===== src/rtl/core/scan_sector_min_safety_classifier_assert.svh =====
// ----------------------------------------------------------------------------
// Assertion macros for the scan sector classifier
// Same-cycle-implication and next-cycle-implication property wrappers.
// ----------------------------------------------------------------------------
`ifndef SCAN_SECTOR_MIN_SAFETY_CLASSIFIER_ASSERT_SVH
`define SCAN_SECTOR_MIN_SAFETY_CLASSIFIER_ASSERT_SVH

`ifndef SYNTHESIS
// same-cycle implication, disabled while in reset
`define SSMSC_ASSERT_NOW(lbl, clk, rstn, ante, cons) \
	lbl: assert property (@(posedge clk) disable iff (!rstn) (ante) |-> (cons)) \
		else $error("ssmsc assertion failed");
// next-cycle implication, disabled while in reset
`define SSMSC_ASSERT_NXT(lbl, clk, rstn, ante, cons) \
	lbl: assert property (@(posedge clk) disable iff (!rstn) (ante) |=> (cons)) \
		else $error("ssmsc assertion failed");
`else
`define SSMSC_ASSERT_NOW(lbl, clk, rstn, ante, cons)
`define SSMSC_ASSERT_NXT(lbl, clk, rstn, ante, cons)
`endif

`endif


===== src/rtl/core/ssmsc_pkg.sv =====
// ----------------------------------------------------------------------------
// ssmsc_pkg
// Shared types and constants of the scan sector minimum classifier.
// ----------------------------------------------------------------------------
`default_nettype none

package ssmsc_pkg;

	localparam int MAX_SAMPLES = 4096;
	localparam int IDX_W       = $clog2(MAX_SAMPLES);
	localparam int START_W     = 19;
	localparam int STEP_W      = 18;
	localparam int MM_W        = 16;
	localparam int PROD_W      = IDX_W + 1 + STEP_W;
	localparam int ANGLE_W     = PROD_W + 1;
	localparam int CFG_IDX_W   = 3;
	localparam int CFG_DATA_W  = START_W;

	// sample queue between front and back
	localparam int Q_DEPTH = 4;
	localparam int Q_PTR_W = $clog2(Q_DEPTH);
	localparam int Q_CNT_W = $clog2(Q_DEPTH + 1);

	// result queue at the output
	localparam int R_DEPTH = 2;
	localparam int R_PTR_W = $clog2(R_DEPTH);
	localparam int R_CNT_W = $clog2(R_DEPTH + 1);

	// sector bounds, Q16 radians
	localparam logic signed [ANGLE_W-1:0] DEG30_Q16 = ANGLE_W'(34315);
	localparam logic signed [ANGLE_W-1:0] DEG90_Q16 = ANGLE_W'(102944);

	localparam logic [MM_W-1:0] NO_READING = '1;

	// register map
	localparam logic [CFG_IDX_W-1:0] REG_START_ANGLE  = 3'd0;
	localparam logic [CFG_IDX_W-1:0] REG_ANGLE_STEP   = 3'd1;
	localparam logic [CFG_IDX_W-1:0] REG_VALID_MIN    = 3'd2;
	localparam logic [CFG_IDX_W-1:0] REG_VALID_MAX    = 3'd3;
	localparam logic [CFG_IDX_W-1:0] REG_DANGER_FRONT = 3'd4;
	localparam logic [CFG_IDX_W-1:0] REG_CAUTION_FRT  = 3'd5;
	localparam logic [CFG_IDX_W-1:0] REG_CAUTION_SIDE = 3'd6;

	localparam logic signed [START_W-1:0] START_RST   = START_W'(-205887);
	localparam logic signed [STEP_W-1:0]  STEP_RST    = STEP_W'(1144);
	localparam logic [MM_W-1:0]           VMIN_RST    = MM_W'(0);
	localparam logic [MM_W-1:0]           VMAX_RST    = MM_W'(65535);
	localparam logic [MM_W-1:0]           DANGER_RST  = MM_W'(600);
	localparam logic [MM_W-1:0]           CAUT_F_RST  = MM_W'(1200);
	localparam logic [MM_W-1:0]           CAUT_S_RST  = MM_W'(800);

	typedef enum logic [1:0] {
		CLS_SAFE    = 2'd0,
		CLS_CAUTION = 2'd1,
		CLS_DANGER  = 2'd2
	} class_t;

	typedef struct packed {
		logic signed [START_W-1:0] start_angle_q16;
		logic signed [STEP_W-1:0]  angle_step_q16;
		logic [MM_W-1:0]           valid_min_mm;
		logic [MM_W-1:0]           valid_max_mm;
		logic [MM_W-1:0]           danger_front_mm;
		logic [MM_W-1:0]           caution_front_mm;
		logic [MM_W-1:0]           caution_side_mm;
	} cfg_t;

	// classified sample, front -> back
	typedef struct packed {
		logic [MM_W-1:0] range_mm;
		logic            hit_front;
		logic            hit_left;
		logic            hit_right;
		logic            last;
	} sample_t;

	typedef struct packed {
		class_t          cls;
		logic [MM_W-1:0] front_mm;
		logic [MM_W-1:0] left_mm;
		logic [MM_W-1:0] right_mm;
	} result_t;

	// queue status seen by front and back
	typedef struct packed {
		logic               empty;
		logic [Q_CNT_W-1:0] count;
	} q_stat_t;

endpackage

`default_nettype wire


===== src/rtl/core/ssmsc_front.sv =====
// ----------------------------------------------------------------------------
// ssmsc_front
// Accepts samples, derives the angle and tags each sample with its sectors.
// ----------------------------------------------------------------------------
`default_nettype none

module ssmsc_front (
	input  wire                          clk,
	input  wire                          arst_n,
	input  ssmsc_pkg::cfg_t              cfg,
	input  wire                          push,
	output logic                         full,
	input  wire [ssmsc_pkg::MM_W-1:0]    distance_mm,
	input  wire                          finite,
	input  wire                          last,
	input  ssmsc_pkg::q_stat_t           q_stat,
	output logic                         q_push,
	output ssmsc_pkg::sample_t           q_data
);

	logic                                   accept;
	logic [ssmsc_pkg::IDX_W-1:0]            idx_q;
	logic                                   valid_s1;
	logic                                   ok_s1;
	logic                                   last_s1;
	logic [ssmsc_pkg::MM_W-1:0]             dist_s1;
	logic signed [ssmsc_pkg::PROD_W-1:0]    prod_s1;
	logic signed [ssmsc_pkg::PROD_W-1:0]    prod;
	logic signed [ssmsc_pkg::ANGLE_W-1:0]   angle;

	// credit: one beat may be in s1, so leave it a slot
	assign full = (q_stat.count == ssmsc_pkg::Q_CNT_W'(ssmsc_pkg::Q_DEPTH)) ||
		(valid_s1 && q_stat.count == ssmsc_pkg::Q_CNT_W'(ssmsc_pkg::Q_DEPTH - 1));
	assign accept = push && !full;

	assign prod = $signed({1'b0, idx_q}) * $signed(cfg.angle_step_q16);

	always_ff @(posedge clk or negedge arst_n) begin
		if (!arst_n) begin
			idx_q    <= '0;
			valid_s1 <= 1'b0;
		end else begin
			valid_s1 <= accept;
			if (accept) begin
				if (last) begin
					idx_q <= '0;
				end else if (idx_q != ssmsc_pkg::IDX_W'(ssmsc_pkg::MAX_SAMPLES - 1)) begin
					idx_q <= idx_q + 1'b1;
				end
			end
		end
	end

	always_ff @(posedge clk) begin
		if (accept) begin
			prod_s1 <= prod;
			dist_s1 <= distance_mm;
			last_s1 <= last;
			ok_s1   <= finite && (distance_mm >= cfg.valid_min_mm) &&
				(distance_mm <= cfg.valid_max_mm);
		end
	end

	assign angle =
		{{(ssmsc_pkg::ANGLE_W - ssmsc_pkg::START_W){cfg.start_angle_q16[ssmsc_pkg::START_W-1]}},
			cfg.start_angle_q16} +
		{prod_s1[ssmsc_pkg::PROD_W-1], prod_s1};

	always_comb begin
		q_push           = valid_s1;
		q_data.range_mm  = dist_s1;
		q_data.last      = last_s1;
		q_data.hit_front = ok_s1 && (angle >= -ssmsc_pkg::DEG30_Q16) &&
			(angle <= ssmsc_pkg::DEG30_Q16);
		q_data.hit_left  = ok_s1 && (angle >= ssmsc_pkg::DEG30_Q16) &&
			(angle <= ssmsc_pkg::DEG90_Q16);
		q_data.hit_right = ok_s1 && (angle >= -ssmsc_pkg::DEG90_Q16) &&
			(angle <= -ssmsc_pkg::DEG30_Q16);
	end

endmodule

`default_nettype wire


===== src/rtl/core/ssmsc_sample_q.sv =====
// ----------------------------------------------------------------------------
// ssmsc_sample_q
// Short queue of classified samples between front and back.
// ----------------------------------------------------------------------------
`default_nettype none

module ssmsc_sample_q (
	input  wire                  clk,
	input  wire                  arst_n,
	input  wire                  wr_en,
	input  ssmsc_pkg::sample_t   wr_data,
	input  wire                  rd_en,
	output ssmsc_pkg::sample_t   rd_data,
	output ssmsc_pkg::q_stat_t   stat
);

	ssmsc_pkg::sample_t                 mem_q [ssmsc_pkg::Q_DEPTH];
	logic [ssmsc_pkg::Q_PTR_W-1:0]      wr_ptr_q;
	logic [ssmsc_pkg::Q_PTR_W-1:0]      rd_ptr_q;
	logic [ssmsc_pkg::Q_CNT_W-1:0]      count_q;

	always_ff @(posedge clk or negedge arst_n) begin
		if (!arst_n) begin
			wr_ptr_q <= '0;
			rd_ptr_q <= '0;
			count_q  <= '0;
		end else begin
			if (wr_en) begin
				wr_ptr_q <= wr_ptr_q + 1'b1;
			end
			if (rd_en) begin
				rd_ptr_q <= rd_ptr_q + 1'b1;
			end
			case ({wr_en, rd_en})
				2'b10:   count_q <= count_q + 1'b1;
				2'b01:   count_q <= count_q - 1'b1;
				default: count_q <= count_q;
			endcase
		end
	end

	always_ff @(posedge clk) begin
		if (wr_en) begin
			mem_q[wr_ptr_q] <= wr_data;
		end
	end

	assign rd_data    = mem_q[rd_ptr_q];
	assign stat.count = count_q;
	assign stat.empty = (count_q == '0);

endmodule

`default_nettype wire


===== src/rtl/core/ssmsc_back.sv =====
// ----------------------------------------------------------------------------
// ssmsc_back
// Running sector minima, classification on the last beat, result queue.
// ----------------------------------------------------------------------------
`default_nettype none

module ssmsc_back (
	input  wire                  clk,
	input  wire                  arst_n,
	input  ssmsc_pkg::cfg_t      cfg,
	input  ssmsc_pkg::q_stat_t   q_stat,
	input  ssmsc_pkg::sample_t   q_data,
	output logic                 q_pop,
	input  wire                  pop,
	output logic                 empty,
	output ssmsc_pkg::result_t   result
);

	logic [ssmsc_pkg::MM_W-1:0]     front_q;
	logic [ssmsc_pkg::MM_W-1:0]     left_q;
	logic [ssmsc_pkg::MM_W-1:0]     right_q;
	logic [ssmsc_pkg::MM_W-1:0]     front_nx;
	logic [ssmsc_pkg::MM_W-1:0]     left_nx;
	logic [ssmsc_pkg::MM_W-1:0]     right_nx;
	ssmsc_pkg::result_t             res_nx;
	ssmsc_pkg::result_t             res_mem_q [ssmsc_pkg::R_DEPTH];
	logic [ssmsc_pkg::R_PTR_W-1:0]  res_wr_q;
	logic [ssmsc_pkg::R_PTR_W-1:0]  res_rd_q;
	logic [ssmsc_pkg::R_CNT_W-1:0]  res_cnt_q;
	logic                           res_push;
	logic                           res_pop;

	// a last beat waits for a free result slot
	assign q_pop = !q_stat.empty &&
		(!q_data.last || res_cnt_q != ssmsc_pkg::R_CNT_W'(ssmsc_pkg::R_DEPTH));
	assign res_push = q_pop && q_data.last;
	assign res_pop  = pop && !empty;

	assign front_nx = (q_data.hit_front && q_data.range_mm < front_q) ?
		q_data.range_mm : front_q;
	assign left_nx  = (q_data.hit_left  && q_data.range_mm < left_q) ?
		q_data.range_mm : left_q;
	assign right_nx = (q_data.hit_right && q_data.range_mm < right_q) ?
		q_data.range_mm : right_q;

	always_comb begin
		res_nx.front_mm = front_nx;
		res_nx.left_mm  = left_nx;
		res_nx.right_mm = right_nx;
		if (front_nx < cfg.danger_front_mm) begin
			res_nx.cls = ssmsc_pkg::CLS_DANGER;
		end else if (front_nx < cfg.caution_front_mm || left_nx < cfg.caution_side_mm ||
				right_nx < cfg.caution_side_mm) begin
			res_nx.cls = ssmsc_pkg::CLS_CAUTION;
		end else begin
			res_nx.cls = ssmsc_pkg::CLS_SAFE;
		end
	end

	always_ff @(posedge clk or negedge arst_n) begin
		if (!arst_n) begin
			front_q   <= ssmsc_pkg::NO_READING;
			left_q    <= ssmsc_pkg::NO_READING;
			right_q   <= ssmsc_pkg::NO_READING;
			res_wr_q  <= '0;
			res_rd_q  <= '0;
			res_cnt_q <= '0;
		end else begin
			if (q_pop) begin
				if (q_data.last) begin
					front_q <= ssmsc_pkg::NO_READING;
					left_q  <= ssmsc_pkg::NO_READING;
					right_q <= ssmsc_pkg::NO_READING;
				end else begin
					front_q <= front_nx;
					left_q  <= left_nx;
					right_q <= right_nx;
				end
			end
			if (res_push) begin
				res_wr_q <= res_wr_q + 1'b1;
			end
			if (res_pop) begin
				res_rd_q <= res_rd_q + 1'b1;
			end
			case ({res_push, res_pop})
				2'b10:   res_cnt_q <= res_cnt_q + 1'b1;
				2'b01:   res_cnt_q <= res_cnt_q - 1'b1;
				default: res_cnt_q <= res_cnt_q;
			endcase
		end
	end

	always_ff @(posedge clk) begin
		if (res_push) begin
			res_mem_q[res_wr_q] <= res_nx;
		end
	end

	assign empty  = (res_cnt_q == '0);
	assign result = res_mem_q[res_rd_q];

endmodule

`default_nettype wire


===== src/rtl/core/scan_sector_min_safety_classifier.sv =====
// ----------------------------------------------------------------------------
// scan_sector_min_safety_classifier
// Per-scan minimum range in front/left/right sectors and a safety class.
// ----------------------------------------------------------------------------
//
//  channel   | handshake              | payload
//  ----------+------------------------+-------------------------------------------
//  sample in | push / full            | distance_mm, finite, last
//  result    | empty / pop            | safety_class, front/left/right_min_mm
//  config    | cfg_valid / cfg_ready  | cfg_index, cfg_data
//
//  One sample beat per cycle sustained while full stays low; a sample reaches the back
//  end through the multiply stage, then the queue. A result is poppable once its last
//  beat has passed the angle multiply, the sample queue and the result queue. Reset is
//  asynchronous and needs no clearing pass. full rises when the sample queue has no
//  slot left for a new beat beside one already in the multiply stage; the back end
//  stalls a last beat while both result slots are held.
//  cfg_ready is always high; writes take effect on the next edge.
//
`default_nettype none

`include "scan_sector_min_safety_classifier_assert.svh"

module scan_sector_min_safety_classifier (
	input  wire                                clk,
	input  wire                                arst_n,
	// sample input
	input  wire                                push,
	output logic                               full,
	input  wire [15:0]                         distance_mm,
	input  wire                                finite,
	input  wire                                last,
	// result output
	output logic                               empty,
	input  wire                                pop,
	output logic [1:0]                         safety_class,
	output logic [15:0]                        front_min_mm,
	output logic [15:0]                        left_min_mm,
	output logic [15:0]                        right_min_mm,
	// register writes
	input  wire                                cfg_valid,
	output logic                               cfg_ready,
	input  wire [ssmsc_pkg::CFG_IDX_W-1:0]     cfg_index,
	input  wire [ssmsc_pkg::CFG_DATA_W-1:0]    cfg_data
);

	ssmsc_pkg::cfg_t     cfg_q;
	ssmsc_pkg::q_stat_t  q_stat;
	ssmsc_pkg::sample_t  q_wr_data;
	ssmsc_pkg::sample_t  q_rd_data;
	ssmsc_pkg::result_t  result;
	logic                q_push;
	logic                q_pop;
	logic                cfg_wr;

	assign cfg_ready = 1'b1;
	assign cfg_wr    = cfg_valid && cfg_ready;

	// register file; unknown indexes drop the write
	always_ff @(posedge clk or negedge arst_n) begin
		if (!arst_n) begin
			cfg_q.start_angle_q16  <= ssmsc_pkg::START_RST;
			cfg_q.angle_step_q16   <= ssmsc_pkg::STEP_RST;
			cfg_q.valid_min_mm     <= ssmsc_pkg::VMIN_RST;
			cfg_q.valid_max_mm     <= ssmsc_pkg::VMAX_RST;
			cfg_q.danger_front_mm  <= ssmsc_pkg::DANGER_RST;
			cfg_q.caution_front_mm <= ssmsc_pkg::CAUT_F_RST;
			cfg_q.caution_side_mm  <= ssmsc_pkg::CAUT_S_RST;
		end else if (cfg_wr) begin
			case (cfg_index)
				ssmsc_pkg::REG_START_ANGLE:  cfg_q.start_angle_q16  <= cfg_data;
				ssmsc_pkg::REG_ANGLE_STEP:
					cfg_q.angle_step_q16 <= cfg_data[ssmsc_pkg::STEP_W-1:0];
				ssmsc_pkg::REG_VALID_MIN:
					cfg_q.valid_min_mm <= cfg_data[ssmsc_pkg::MM_W-1:0];
				ssmsc_pkg::REG_VALID_MAX:
					cfg_q.valid_max_mm <= cfg_data[ssmsc_pkg::MM_W-1:0];
				ssmsc_pkg::REG_DANGER_FRONT:
					cfg_q.danger_front_mm <= cfg_data[ssmsc_pkg::MM_W-1:0];
				ssmsc_pkg::REG_CAUTION_FRT:
					cfg_q.caution_front_mm <= cfg_data[ssmsc_pkg::MM_W-1:0];
				ssmsc_pkg::REG_CAUTION_SIDE:
					cfg_q.caution_side_mm <= cfg_data[ssmsc_pkg::MM_W-1:0];
				default: ;
			endcase
		end
	end

	// front: take beat, multiply index by step, tag sectors
	ssmsc_front u_front (
		.clk         (clk),
		.arst_n      (arst_n),
		.cfg         (cfg_q),
		.push        (push),
		.full        (full),
		.distance_mm (distance_mm),
		.finite      (finite),
		.last        (last),
		.q_stat      (q_stat),
		.q_push      (q_push),
		.q_data      (q_wr_data)
	);

	ssmsc_sample_q u_sample_q (
		.clk     (clk),
		.arst_n  (arst_n),
		.wr_en   (q_push),
		.wr_data (q_wr_data),
		.rd_en   (q_pop),
		.rd_data (q_rd_data),
		.stat    (q_stat)
	);

	// back: min update, class on last beat, result queue
	ssmsc_back u_back (
		.clk    (clk),
		.arst_n (arst_n),
		.cfg    (cfg_q),
		.q_stat (q_stat),
		.q_data (q_rd_data),
		.q_pop  (q_pop),
		.pop    (pop),
		.empty  (empty),
		.result (result)
	);

	assign safety_class = result.cls;
	assign front_min_mm = result.front_mm;
	assign left_min_mm  = result.left_mm;
	assign right_min_mm = result.right_mm;

	// credit scheme must never overrun the sample queue
	`SSMSC_ASSERT_NOW(a_q_no_overflow, clk, arst_n, q_push && !q_pop,
		q_stat.count != ssmsc_pkg::Q_CNT_W'(ssmsc_pkg::Q_DEPTH))
	// a waiting danger result agrees with the front threshold
	`SSMSC_ASSERT_NOW(a_danger_consistent, clk, arst_n,
		!empty && safety_class == ssmsc_pkg::CLS_DANGER,
		front_min_mm < cfg_q.danger_front_mm)
	// a waiting safe result has every minimum at or above its threshold
	`SSMSC_ASSERT_NOW(a_safe_consistent, clk, arst_n,
		!empty && safety_class == ssmsc_pkg::CLS_SAFE,
		front_min_mm >= cfg_q.caution_front_mm && left_min_mm >= cfg_q.caution_side_mm &&
		right_min_mm >= cfg_q.caution_side_mm)
	// back end only drains what is there
	`SSMSC_ASSERT_NOW(a_q_no_underflow, clk, arst_n, q_pop, !q_stat.empty)

endmodule

`default_nettype wire

===== config.mk =====
export PLATFORM = sky130hd
export DESIGN_NAME = scan_sector_min_safety_classifier
export DESIGN_NICKNAME = d
export VERILOG_FILES = /design/src/rtl/core/ssmsc_pkg.sv /design/src/rtl/core/ssmsc_front.sv /design/src/rtl/core/ssmsc_sample_q.sv /design/src/rtl/core/ssmsc_back.sv /design/src/rtl/core/scan_sector_min_safety_classifier.sv
export VERILOG_INCLUDE_DIRS = /design/src /design/src/rtl/core
export SDC_FILE = /design/constraint.sdc
export NUM_CORES = 1
export LEC_CHECK = 0
export CAP_MARGIN = 40
export CORE_UTILIZATION = 65
export CTS_BUF_LIST = sky130_fd_sc_hd__clkbuf_16
export DETAILED_ROUTE_END_ITERATION = 10
export DONT_BUFFER_PORTS = 1
export HOLD_SLACK_MARGIN = 0.08
export PLACE_DENSITY_LB_ADDON = 0.1
export SYNTH_ARGS = -nofsm -noshare
export SYNTH_HDL_FRONTEND = slang
export SYNTH_SLANG_ARGS = --single-unit

===== constraint.sdc =====
create_clock -name clk -period 9 [get_ports clk]
set_input_delay 0.45 -clock clk [delete_from_list [all_inputs] [get_ports clk]]
set_output_delay 0.45 -clock clk [all_outputs]
set_load 0.01 [all_outputs]

# After elaboration in Yosys (flattened, before gate mapping)
# Memory sizes are Yosys's and may differ from the RTL's.
# Index checks and enable logic that the tools add are counted.
# totals
register_bits	238
ram_bits	180
inputBits	45
output_inout_bits	53
elab_cells	118
mem_count	2
# mem_list
memory	depth	word_bits	read_ports	rd_ports_with_merged_regs	wr	line_no	text
u_back.res_mem_q	2	50	1	0	1	ssmsc_back.sv:26	ssmsc_pkg::result_t res_mem_q [ssmsc_pkg::R_DEPTH];
u_sample_q.mem_q	4	20	1	0	1	ssmsc_sample_q.sv:17	ssmsc_pkg::sample_t mem_q [ssmsc_pkg::Q_DEPTH];
# classes
add_sub_neg	10
n_mul	1
order_cmp	15
eq_ne	14
n_mux	16
reduce_logical	38
# ops
operator	count
$lt 16x16->1	7
$mux 16	6
$ge 32x17->1 const B	2
$le 32x17->1 const B	2
$add 19x31->32	1
$ge 32x18->1 const B	1
$le 32x18->1 const B	1
$mul 13x18->31	1
$mux 12	2
$ge 16x16->1	1
$le 16x16->1	1
$logic_and 1x1->1	16
$reduce_and 2->1	8
$add 12x1->12 const B	1
$eq 3x3->1 const B	4
$ne 12x12->1 const B	1
$eq 3x2->1 const B	3
$add 2x1->2 const B	3
$logic_not 3->1	2
$pmux 3 s2	1
$reduce_bool 2->1	3
$mux 1	5
$eq 2x1->1 const B	2
$eq 2x2->1 const B	2
other kinds (11)	18

# Depth between registers and ports, before layout
# Gate-level depths: netlist of run 1.
# An unclocked memory read counts as a cell.
# logic_depth
word_depth	9
mapped_depth	26
depth_no_buf	23

# Hierarchy
# From an unflattened synthesis of run 1, not the netlist that was laid out.
# unflattened
cells_unflattened	2565
hier_area_um2	29681.0
# by_module_without_submodules
mod	instances	cells_per_inst	area_per_inst_um2	seq_area_each_um2
ssmsc_front	1	1458	13056.3	1796.7
ssmsc_back	1	712	8818.5	4364.2
scan_sector_min_safety_classifier	1	255	4525.6	2980.4
ssmsc_sample_q	1	140	3280.6	2577.5

# Worst setup path before layout of run 1
# No wires, ideal clock.
# synth_timing
path_type	register to register
from	register u_front.idx_q[6] (netlist bit)
to	register u_front.prod_s1[30] (netlist bit) (data pin)
setup_time_ns	0.268
arrival_time_ns	5.730
required_time_ns	8.732
setup_slack_ns	3.002
path_stages_with_launch	22
n_path_buf	2
synth_period_minus_slack_ns	5.998
cell_sequence	dfrtp_1 > clkbuf_1 > clkbuf_1 > nand2_1 > fa_1 > fa_1 > inv_1 > fa_1 > fa_1 > inv_1 > fa_1 > inv_1 > ha_1 > and3_1 > a221o_1 > a211oi_1 > a21oi_1 > nor2_1 > a21oi_1 > a41o_1 > o41ai_1 > xnor2_1
# synth_via
elab_chain_len	1
# synth_lines
element	line_no	text
start: declaration	ssmsc_front.sv:22	logic [ssmsc_pkg::IDX_W-1:0] idx_q;
start signal: assignment	ssmsc_front.sv:48	idx_q <= idx_q + 1'b1;
$mul 13x18->31	ssmsc_front.sv:36	assign prod = $signed({1'b0, idx_q}) * $signed(cfg.angle_step_q16);
via u_front.prod (one bit)	ssmsc_front.sv:28	logic signed [ssmsc_pkg::PROD_W-1:0] prod;
end signal: assignment	ssmsc_front.sv:56	prod_s1 <= prod;
end: declaration	ssmsc_front.sv:27	logic signed [ssmsc_pkg::PROD_W-1:0] prod_s1;
# The timed path passes the listed nets, and every way through them passes these cells.
# A chain may end at the register's enable or synchronous reset.

# Worst setup path in the final report of run 1
# layout_timing
from	register u_front.idx_q[2] (netlist bit)
to	register u_front.prod_s1[29] (netlist bit) (data pin)
# The elaborated chain is that of the path after synthesis.

==> results of run 1 <==
how the worst max path moves through the flow:
stage	from	endpoint	slack (ns)	cells past startpoint
final	u_front.idx_q[2]	u_front.prod_s1[29]	2.55	21
after global routing	u_front.idx_q[6]	u_front.prod_s1[29]	2.19	21
after floorplan	u_front.idx_q[6]	u_front.prod_s1[30]	3.00	21
after CTS	u_front.idx_q[3]	u_front.prod_s1[29]	2.58	21
after detailed placement	u_front.idx_q[3]	u_front.prod_s1[29]	2.61	21
after global placement	u_front.idx_q[6]	u_front.prod_s1[29]	2.68	21
worst reg2reg max path, cell delays in order (launching register included):
cell and delay, ns:
dfrtp_1 0.87, nand2_1 0.17, fa_1 0.55, inv_1 0.05, fa_1 0.52, fa_1 0.55, inv_1 0.06, fa_1 0.46
fa_1 0.54, inv_1 0.04, ha_1 0.35, a21o_1 0.18, a21o_1 0.19, a21oi_1 0.19, o211ai_1 0.15, nand3b_1 0.17
a31oi_1 0.15, nor4_1 0.20, nor3_1 0.12, a41o_1 0.27, o41ai_1 0.33, xnor2_1 0.11
sequential cells by signal, summed over array words and instances, names as in the netlist:
signal / count
cfg_q: 117
u_back.res_mem_q: 100
u_sample_q.mem_q: 80
u_front.prod_s1: 31
u_back.front_q: 16
u_back.left_q: 16
u_back.right_q: 16
u_front.dist_s1: 16
u_front.idx_q: 12
u_sample_q.count_q: 3
u_back.res_cnt_q: 2
u_sample_q.rd_ptr_q: 2
u_sample_q.wr_ptr_q: 2
u_back.res_rd_q: 1
u_back.res_wr_q: 1
u_front.last_s1: 1
u_front.ok_s1: 1
u_front.q_push: 1
logic make-up (layout without fill, tap and decap cells):
logic type,Yosys count,after routing,share of synthesized area
adder cells (fa/ha/maj),446,446,0.242
buffers and inverters,521,567,0.0671
AO/OA/AOI/OAI,405,405,0.0933
flip-flops,418,418,0.401
multiplexers,176,176,0.0754
AND/OR/NAND/NOR,588,588,0.100
other,1,3,0.000128
XOR/XNOR,67,67,0.0201
layout make-up:
type	count	area, µm²
clock buffer	46	1150
clock inverter	35	299
tap	592	741
fill	3181	12500
sequential	418	11700
multi-input combinational	1683	15600
inverter	424	1590
timing repair buffer	62	702
antenna	2	5.00
metal layers:
layer  part of all wire  vias up
met5                  0        -
met4              0.039        0
met3              0.055      163
met2               0.49      635
met1               0.42     9791
li1                   -     8925
synth_stat cells, types with 45 or more instances:
| cell type | instances |
|---|---|
| nor2_1 | 74 |
| fa_1 | 200 |
| inv_1 | 424 |
| o32a_1 | 45 |
| clkbuf_1 | 85 |
| dfrtp_1 | 99 |
| a21oi_1 | 79 |
| nand2_1 | 224 |
| o21ai_0 | 125 |
| edfxtp_1 | 229 |
| ha_1 | 246 |
| a21o_1 | 48 |
| dfstp_2 | 90 |
| mux2_2 | 152 |
| and2_1 | 112 |
timing repair:
action,CTS,global route
endpoints found under the hold margin,325,0
resized for setup,0,0
hold buffers,38,0
power by group:
| group | internal, mW | switching, mW |
|---|---|---|
| Clock | 1.07 | 0.760 |
| Sequential | 3.03 | 0.364 |
| Combinational | 2.11 | 3.22 |
stage by stage:
step | power (mW) | hold slack, ns | instance area (µm²) | utilization
floorplan | 7.17 | 0.154 | 29200 | -
global placement | 8.35 | 0.165 | 29700 | 0.671
detailed placement | 8.61 | 0.160 | 29900 | 0.675
CTS | 10.5 | 0.0894 | 31800 | 0.717
global route | 11.3 | 0.159 | 31800 | 0.717
finish | 10.6 | 0.109 | 31800 | 0.717
==> run metrics, run 1 <==
type of origin of the critical path=register; total DRC errors in the routed layout=0; Crit path buffers/inverters=3; Final GP Congestion=0.962; worst hold stages=3; Critical Path Max Stage Delay=0.87 ns; slowest library cell on the worst path=dfrtp_1; number of flops mapped to enable cells by yosys=229; floorplan die height=214 µm; number of antenna violations at the first check in global routing=10; Top Family by Delay on Critical Path=adder cells; final wirelength=68300 µm; Synth cell types=81; CP Capture Type=register; vias in the first global route=20200; Avg Vias per Cell=5.98; path class of the lowest-slack min-delay path=in -> reg; minimum setup slack among reg-to-reg paths=2.55 ns; placed insts=3141; Setup-failing EPs final=0; leading cell types in the layout, fill and taps excluded=inv_1, ha_1, edfxtp_1; synthesized net count=3113; area overhead of the layout relative to synthesis=8.84%; Critical Path AT=6.77 ns; count of boundary I/O pins=98; setup repair after global routing missed its margin=false; Top cell by count, worst path=fa_1; fraction of layout instances using a drive strength above 1=0.143; Fmax=155 MHz; most congested layer reported by global routing=met2; Setup Total Neg Slack=0 ns; worst flop-to-flop path startpoint=u_front.idx_q[2]; effective utilization at floorplan=0.659; Peak VDD IR=0.263 mV; placed wire-length estimate after detailed placement=50000 µm; final worst path period share=0.717; setup slack after placement=2.61 ns; leading cell type in the layout, fill and taps excluded=inv_1; share of flip-flops with an asynchronous set or reset=0.452; post-synth design cell area=29200 µm²; clock buffers created by TritonCTS=44; global-route track usage on met1=0.405; number of DRC markers after the initial detailed-route iteration=1398; transition time of the tightest slew-check pin=1.06 ns; main flop type after synthesis=edfxtp_1; number of non-filler instances in the completed layout=3262; minimum clock period after layout=6.45 ns; number of iterations in the first detailed-routing pass=5; Setup Crit Path Kind=reg -> reg; overall fraction of global-route tracks in use=0.308; placeable core region=44300 µm²; largest cells by area after synthesis=edfxtp_1, fa_1, ha_1; worst flop-to-flop path endpoint=u_front.prod_s1[29]; number of hold violations in the final report=0; worst min-delay path endpoint=u_front.idx_q[6]; slack of the critical path=2.55 ns; maximum number of pins on one net before global-route repair=190; Synth top area share=0.235; post-synth top area cell=edfxtp_1; cell count after synthesis=2622; max capacitance violation total=0; met3 track utilization from global routing=0.0408; root buffer cell=clkbuf_16; Static Leak=14.3 nW; data required time of the worst path=9.32 ns; clock latency of the later-clocked register in the worst-skew pair=0.58 ns; buffers inserted during post-CTS setup optimization=0; Yosys warnings=0; area of the die=45800 µm²; horizontal extent of the die=214 µm; FF-to-FF path depth=21; Final ANT Viol Nets=0; worst-case headroom to the max-slew limit=0.293; sequential share of the synthesized area=0.401; Overflow after GRT=0; count of input and output buffers=0; routed length per instance=20.9 µm; number of nets in the finished design=3124; clock-pin slew on the worst setup and hold paths=0.06 ns; power per unit of standard cell area=332 nW/µm²; clock tree skew after final layout=0.0122 ns; CTS tree=done; outcome=finished, final reports clean; vias after detailed routing=19500; Crit Path Max Fanout=25; average cell area after synthesis=11.1 µm²; chain of cells forming the critical path=nand2_1 -> fa_1 -> inv_1 -> fa_1 -> fa_1 -> inv_1 -> fa_1 -> fa_1 -> inv_1 -> ha_1 -> a21o_1 -> a21o_1 -> a21oi_1 -> o211ai_1 -> nand3b_1 -> a31oi_1 -> nor4_1 -> nor3_1 -> a41o_1 -> o41ai_1 -> xnor2_1; number of H-tree levels=2; maximum buffer depth of the clock tree=3; source of the worst hold timing path=last; global-route track usage on met2=0.520; # rows=77; wire length of the first global-routing pass=110000 µm; fin. max-slew vios=0; CTS Sinks=418; count of state elements after synthesis=418
Note: power is estimated with default switching activity, not from simulation.
==> inputs of run 2 (changes only) <==
- ABC_AREA: unset -> 1
- clock period: 9 -> 6.7 ns (I/O delays scaled with it)
==> run metrics, run 2 <==
outcome=finished, final reports clean (unchanged); horizontal extent of the die=216 µm (was 214 µm); Post-Synth Adder-Cell Area=0.239 (was 0.242); number of antenna violations at the first check in global routing=2 (was 10); Crit Path Max Fanout=21 (was 25); basic-gate share of the synthesized area counting and, or, nand and nor cells=0.157 (was 0.100); number of DRC markers after the initial detailed-route iteration=1718 (was 1398); clock tree skew after final layout=0.0163 ns (was 0.0122 ns); minimum clock period after layout=6.11 ns (was 6.45 ns); Overflow after GRT=0 (unchanged); Largest register FFs=117 (unchanged); total DRC errors in the routed layout=0 (unchanged); average cell area after synthesis=8.86 µm² (was 11.1 µm²); leading cell types in the layout, fill and taps excluded=nand2_1, inv_1, ha_1 (was inv_1, ha_1, edfxtp_1); post-synth top area cell=edfxtp_1 (unchanged); power per unit of standard cell area=468 nW/µm² (was 332 nW/µm²); largest cells by area after synthesis=edfxtp_1, fa_1, nand2_1 (was edfxtp_1, fa_1, ha_1); area of the die=46400 µm² (was 45800 µm²); effective utilization at floorplan=0.664 (was 0.659); count of input and output buffers=0 (unchanged); Setup-failing EPs final=0 (unchanged); # rows=77 (unchanged); worst-case headroom to the max-slew limit=0.123 (was 0.293); fraction of layout instances using a drive strength above 1=0.0735 (was 0.143); most used standard cells in the synthesized netlist=nand2_1, inv_1, ha_1 (was inv_1, ha_1, edfxtp_1); proportion of power drawn by the clock network=0.167 (was 0.173); placed insts=3885 (was 3141); CP Capture Type=register (unchanged); number of hold violations in the final report=0 (unchanged); Critical Path Max Stage Delay=0.87 ns (about the same); Synth top area share=0.232 (was 0.235); placed standard-cell area=30600 µm² (was 29900 µm²); biggest registers after layout=cfg_q x117, u_back.res_mem_q x100, u_sample_q.mem_q x80 (unchanged); root buffer cell=clkbuf_16 (unchanged); Resized Gates After CTS=0 (unchanged); Avg Vias per Cell=5.66 (was 5.98); path class of the lowest-slack min-delay path=in -> reg (unchanged); Final ANT Viol Nets=0 (unchanged); number of non-filler instances in the completed layout=3992 (was 3262); maximum buffer depth of the clock tree=3 (unchanged); cell count after synthesis=3345 (was 2622); clock-pin slew on the worst setup and hold paths=0.07 ns (was 0.06 ns); number of nets in the finished design=3856 (was 3124); cell count along the critical path=23 (was 21); Peak VDD IR=0.530 mV (was 0.263 mV); worst hold stages=2 (was 3); Sw Share=0.460 (was 0.412); number of H-tree levels=2 (unchanged); number of iterations in the first detailed-routing pass=8 (was 5); vias in the first global route=23800 (was 20200); synthesized-area fraction occupied by ao, oa, aoi and oai cells=0.0917 (was 0.0933); wire length of the first global-routing pass=124000 µm (was 110000 µm); Finished Cell Area=32300 µm² (was 31800 µm²); Yosys warnings=0 (unchanged); final wirelength=76200 µm (was 68300 µm); chain of cells forming the critical path=nand2_1 -> fa_1 -> inv_1 -> fa_1 -> inv_1 -> fa_1 -> inv_1 -> fa_1 -> inv_1 -> fa_1 -> inv_1 -> ha_1 -> a21oi_1 -> o21ai_0 -> a21boi_1 -> o21ai_2 -> a21boi_1 -> o21ai_1 -> nand2_1 -> nand2_1 -> a21o_1 -> nand2_1 -> nand2_1 (was nand2_1 -> fa_1 -> inv_1 -> fa_1 -> fa_1 -> inv_1 -> fa_1 -> fa_1 -> inv_1 -> ha_1 -> a21o_1 -> a21o_1 -> a21oi_1 -> o211ai_1 -> nand3b_1 -> a31oi_1 -> nor4_1 -> nor3_1 -> a41o_1 -> o41ai_1 -> xnor2_1); clock latency of the later-clocked register in the worst-skew pair=0.59 ns (was 0.58 ns); share of flip-flops with an asynchronous set or reset=0.452 (unchanged); main flop type after synthesis=edfxtp_1 (unchanged); fraction of synthesized cell area in xor and xnor cells=0.0194 (was 0.0201); Synth cell types=58 (was 81); fraction of synthesized area in multiplexers=0.000380 (was 0.0754); register name with the most flops=cfg_q (unchanged); transition time of the tightest slew-check pin=1.32 ns (was 1.06 ns); Internal Dissipation=8.17 mW (was 6.20 mW); placed wire-length estimate after detailed placement=57700 µm (was 50000 µm); data required time of the worst path=7.04 ns (was 9.32 ns); Static Leak=16.3 nW (was 14.3 nW); Critical Path AT=6.45 ns (was 6.77 ns); Setup Crit Path Kind=reg -> reg (unchanged); maximum number of pins on one net before global-route repair=190 (unchanged); FF-to-FF path depth=23 (was 21); buffers inserted during post-CTS setup optimization=0 (unchanged); number of diodes added for antenna fixing=0 (was 2); count of boundary I/O pins=98 (unchanged); Final Core Density=0.724 (was 0.717); floorplan die height=216 µm (was 214 µm); routed length per instance=19.1 µm (was 20.9 µm); number of flops mapped to enable cells by yosys=229 (unchanged); clock buffers created by TritonCTS=43 (was 44); synthesized net count=3836 (was 3113); vias after detailed routing=22600 (was 19500); net switching component of the power=6.96 mW (was 4.35 mW); total power of the final layout=15.1 mW (was 10.6 mW); fin. max-slew vios=0 (unchanged); sequential share of the synthesized area=0.395 (was 0.401); post-synth design cell area=29600 µm² (was 29200 µm²); Final GP Congestion=0.953 (was 0.962); overall fraction of global-route tracks in use=0.345 (was 0.308); dominant combinational cell family by area after synthesis=adder cells (unchanged); Setup Total Neg Slack=0 ns (unchanged); placeable core region=44600 µm² (was 44300 µm²); leading cell type in the layout, fill and taps excluded=nand2_1 (was inv_1); CTS Sinks=418 (unchanged); CTS tree=done (unchanged); area overhead of the layout relative to synthesis=9.05% (was 8.84%); slowest library cell on the worst path=dfrtp_1 (unchanged); setup repair after global routing missed its margin=false (unchanged); Top Family by Delay on Critical Path=adder cells (unchanged); final worst path period share=0.912 (was 0.717); max capacitance violation total=0 (unchanged); Sequential Power Share=0.303 (was 0.322); count leader, synth=nand2_1 (was inv_1); Crit path buffers/inverters=5 (was 3); count of state elements after synthesis=418 (unchanged); fraction of power consumed by combinational cells=0.530 (was 0.505); hold buffer count at CTS=27 (was 38); type of origin of the critical path=register (unchanged); Fmax=164 MHz (was 155 MHz)
==> run 2: changes by cell type in the layout (fill, tap and decap cells not counted), sizes merged, moves of 25 or more <==
cell,before,now
nand2,224,864
nor2,74,169
a21o,50,7
and2,112,0
o32a,45,0
nor2b,29,0
mux2,152,1
nand2b,25,0
buf,25,54
inv,436,672
a21oi,81,186
o21ai,128,230
==> run 2: cells by family after synthesis <==
| family | after synthesis |
|---|---|
| AO/OA/AOI/OAI | 493 |
| XOR/XNOR | 63 |
| adder cells (fa/ha/maj) | 446 |
| buffers and inverters | 764 |
| flip-flops | 418 |
| multiplexers | 1 |
| other | 1 |
| AND/OR/NAND/NOR | 1159 |
==> run 2: stage by stage <==
stage / worst slack [ns] / hold WS [ns]
2_1_floorplan: 1.02 / 0.0394
6_report: 0.592 / 0.0976
4_1_cts: 0.598 / 0.0844
5_1_grt: 0.265 / 0.109
3_3_place_gp: 0.812 / 0.0429
3_5_place_dp: 0.609 / 0.0429
==> run 2: layout make-up <==
cell class | count | area [µm²]
Multi-Input combinational cell | 2163 | 15100
Fill cell | 3342 | 12300
Sequential cell | 418 | 11700
Inverter | 659 | 2470
Clock buffer | 43 | 1080
Timing Repair Buffer | 80 | 843
Tap cell | 592 | 741
Clock inverter | 37 | 399
==> run 2: path summary, 6_finish.rpt <==
path / from / endpoint / slack [ns]
worst max-delay path: u_front.idx_q[4] / u_front.prod_s1[28] / 0.59
worst min-delay path: cfg_data[1] / cfg_q[17] / 0.1
worst max register to register: u_front.idx_q[4] / u_front.prod_s1[28] / 0.59
worst min register to register: cfg_q[44] / cfg_q[44] / 0.49
max in group asynchronous: arst_n / cfg_q[64] / 5.28
min in group asynchronous: arst_n / u_front.q_push / 0.25
==> run 2: worst reg2reg max path, delay by kind of cell (launching register included) <==
| kind | cells | cell delay, ns |
|---|---|---|
| AO/OA/AOI/OAI | 7 | 1.36 |
| adder cells (fa/ha/maj) | 6 | 2.91 |
| buffers and inverters | 5 | 0.28 |
| flip-flops | 1 | 0.87 |
| AND/OR/NAND/NOR | 5 | 0.43 |
==> run 2: power groups by stage <==
stage | logic [mW] | registers [mW] | clock network (mW)
5_1_grt | 9.00 | 4.66 | 2.63
6_report | 8.02 | 4.58 | 2.52
3_3_place_gp | 7.41 | 4.58 | 0
4_1_cts | 7.95 | 4.57 | 2.54
2_1_floorplan | 5.47 | 4.40 | 0
3_5_place_dp | 7.83 | 4.61 | 0
==> run 2: per-layer routing <==
metal | global-route usage | vias to the layer above | wire, µm
met4 | 0.190 | 4 | 4510
li1 | - | 10600 | -
met1 | 0.414 | 11000 | 28800
met3 | 0.0420 | 208 | 4150
met2 | 0.605 | 786 | 38600
met5 | 0 | - | 28
==> inputs of run 3 (changes only) <==
- REMOVE_ABC_BUFFERS: unset -> 1
- SKIP_CTS_REPAIR_TIMING: unset -> 1
==> run metrics, run 3 (synthesis results as in run 2) <==
Top cell by count, worst path=inv_1; wire length of the first global-routing pass=119000 µm (was 124000 µm); # rows=77 (unchanged); total power of the final layout=14.8 mW (was 15.1 mW); Fmax=168 MHz (was 164 MHz); routed length per instance=18.4 µm (was 19.1 µm); biggest registers after layout=cfg_q x117, u_back.res_mem_q x100, u_sample_q.mem_q x80 (unchanged); minimum clock period after layout=5.95 ns (was 6.11 ns); clock latency of the later-clocked register in the worst-skew pair=0.58 ns (was 0.59 ns); number of H-tree levels=2 (unchanged); vias after detailed routing=22400 (was 22600); Largest register FFs=117 (unchanged); outcome=finished, final reports clean (unchanged); max capacitance violation total=0 (unchanged); vias in the first global route=23200 (was 23800); Final ANT Viol Nets=0 (unchanged); maximum number of pins on one net before global-route repair=190 (unchanged); total DRC errors in the routed layout=0 (unchanged); total met2 wirelength after detailed routing=37700 µm (was 38600 µm); Setup Crit Path Kind=reg -> reg (unchanged); clock tree skew after final layout=0.0271 ns (was 0.0163 ns); count of input and output buffers=0 (unchanged); leading cell type in the layout, fill and taps excluded=nand2_1 (unchanged); clock buffers created by TritonCTS=43 (unchanged); CP Capture Type=register (unchanged); final worst path period share=0.888 (was 0.912); number of diodes added for antenna fixing=0 (unchanged); CTS tree=done (unchanged); Peak VDD IR=0.386 mV (was 0.530 mV); number of non-filler instances in the completed layout=3979 (was 3992); Critical Path Max Stage Delay=0.54 ns (was 0.87 ns); clock-pin slew on the worst setup and hold paths=0.06 ns (was 0.07 ns); number of DRC markers after the initial detailed-route iteration=1591 (was 1718); fin. max-slew vios=0 (unchanged); number of iterations in the first detailed-routing pass=6 (was 8); worst hold stages=3 (was 2); area of the die=46400 µm² (unchanged); final wirelength=73000 µm (was 76200 µm); path class of the lowest-slack min-delay path=in -> reg (unchanged); placed wire-length estimate after detailed placement=54300 µm (was 57700 µm); type of origin of the critical path=register (unchanged); slowest library cell on the worst path=fa_1 (was dfrtp_1); root buffer cell=clkbuf_16 (unchanged); overall fraction of global-route tracks in use=0.327 (was 0.345); number of nets in the finished design=3844 (was 3856); Crit Path Max Fanout=11 (was 21); Setup-failing EPs final=0 (unchanged); Static Leak=16.2 nW (was 16.3 nW); power per unit of standard cell area=460 nW/µm² (was 468 nW/µm²); total met3 wirelength after detailed routing=3530 µm (was 4150 µm); CTS Sinks=418 (unchanged); effective utilization at floorplan=0.664 (unchanged); count of boundary I/O pins=98 (unchanged); register name with the most flops=cfg_q (unchanged); setup repair after global routing missed its margin=false (unchanged); Setup Total Neg Slack=0 ns (unchanged); worst hold margin=0.0361 ns (was 0.0976 ns); horizontal extent of the die=216 µm (unchanged); Critical Path AT=6.25 ns (was 6.45 ns); number of hold violations in the final report=0 (unchanged); area overhead of the layout relative to synthesis=8.49% (was 9.05%); maximum buffer depth of the clock tree=3 (unchanged); placeable core region=44600 µm² (unchanged); Final GP Congestion=0.957 (was 0.953); fraction of layout instances using a drive strength above 1=0.0691 (was 0.0735); routed metal-1 wire length=28100 µm (was 28800 µm); Overflow after GRT=0 (unchanged); worst-case headroom to the max-slew limit=0.216 (was 0.123); placed insts=3876 (was 3885); data required time of the worst path=7.00 ns (was 7.04 ns); transition time of the tightest slew-check pin=1.18 ns (was 1.32 ns); leading cell types in the layout, fill and taps excluded=nand2_1, inv_1, ha_1 (unchanged); FF-to-FF path depth=25 (was 23); floorplan die height=216 µm (unchanged); number of antenna violations at the first check in global routing=0 (was 2); Avg Vias per Cell=5.63 (was 5.66); top routing layer used=met4 (was met5)
run 3: changes by cell type in the layout (fill, tap and decap cells not counted), moves of 2 or more:
| cell | previous run | this run |
|---|---|---|
| buf_4 | 40 | 32 |
| inv_1 | 661 | 666 |
| dlygate4sd3_1 | 26 | 23 |
| bufinv_16 | 7 | 5 |
| clkbuf_16 | 43 | 45 |
| clkinvlp_4 | 3 | 1 |
| inv_16 | 2 | 0 |
| inv_6 | 4 | 2 |
run 3: critical path, delay by kind of cell, from the launching register on:
family                     cells  cell delay, ns
adders and majority gates      6            2.88
buffers and inverters          6            0.30
DFF                            1            0.53
AOI/OAI and AO/OA              7            1.33
and+or+nand+nor                5            0.48
xor gates and xnor gates       1            0.16
run 3: report_power, final:
group	switching (mW)	internal (mW)	total (mW)	leakage (nW)
clock	1.01	1.41	2.42	0.738
sequential	0.446	4.11	4.55	4.33
combinational	5.26	2.55	7.81	11.1
run 3: area by class of cell:
type                    instances  area [µm²]
multi-input cells            2163       15100
fillers                      3406       12500
flip-flops and latches        418       11700
inverters                     659        2470
clock buffers                  45        1130
repair buffers                 68         746
well taps                     592         741
clock inverters                34         280
run 3: path summary, 6_finish.rpt:
check	startpoint	to	slack [ns]
min in group asynchronous	arst_n	u_front.idx_q[1]	0.38
hold / removal	last	u_front.idx_q[0]	0.04
setup reg to reg	u_front.idx_q[2]	u_front.prod_s1[27]	0.75
max in group asynchronous	arst_n	cfg_q[114]	5.31
hold reg to reg	u_front.dist_s1[9]	u_sample_q.mem_q[1][13]	0.48
setup / recovery	u_front.idx_q[2]	u_front.prod_s1[27]	0.75
run 3: layer usage:
| metal | GRT usage | vias up |
|---|---|---|
| met4 | 0.165 | 0 |
| met1 | 0.382 | 11000 |
| met5 | 0 | - |
| li1 | - | 10600 |
| met3 | 0.0420 | 188 |
| met2 | 0.590 | 653 |
run 3: stage by stage:
stage | util | setup slack (ns) | instance area (µm²)
floorplan | - | 1.06 | 29200
global placement | 0.678 | 0.868 | 30200
detailed placement | 0.683 | 0.772 | 30500
CTS | 0.715 | 0.769 | 31900
global route | 0.721 | 0.401 | 32100
finish | 0.721 | 0.749 | 32100
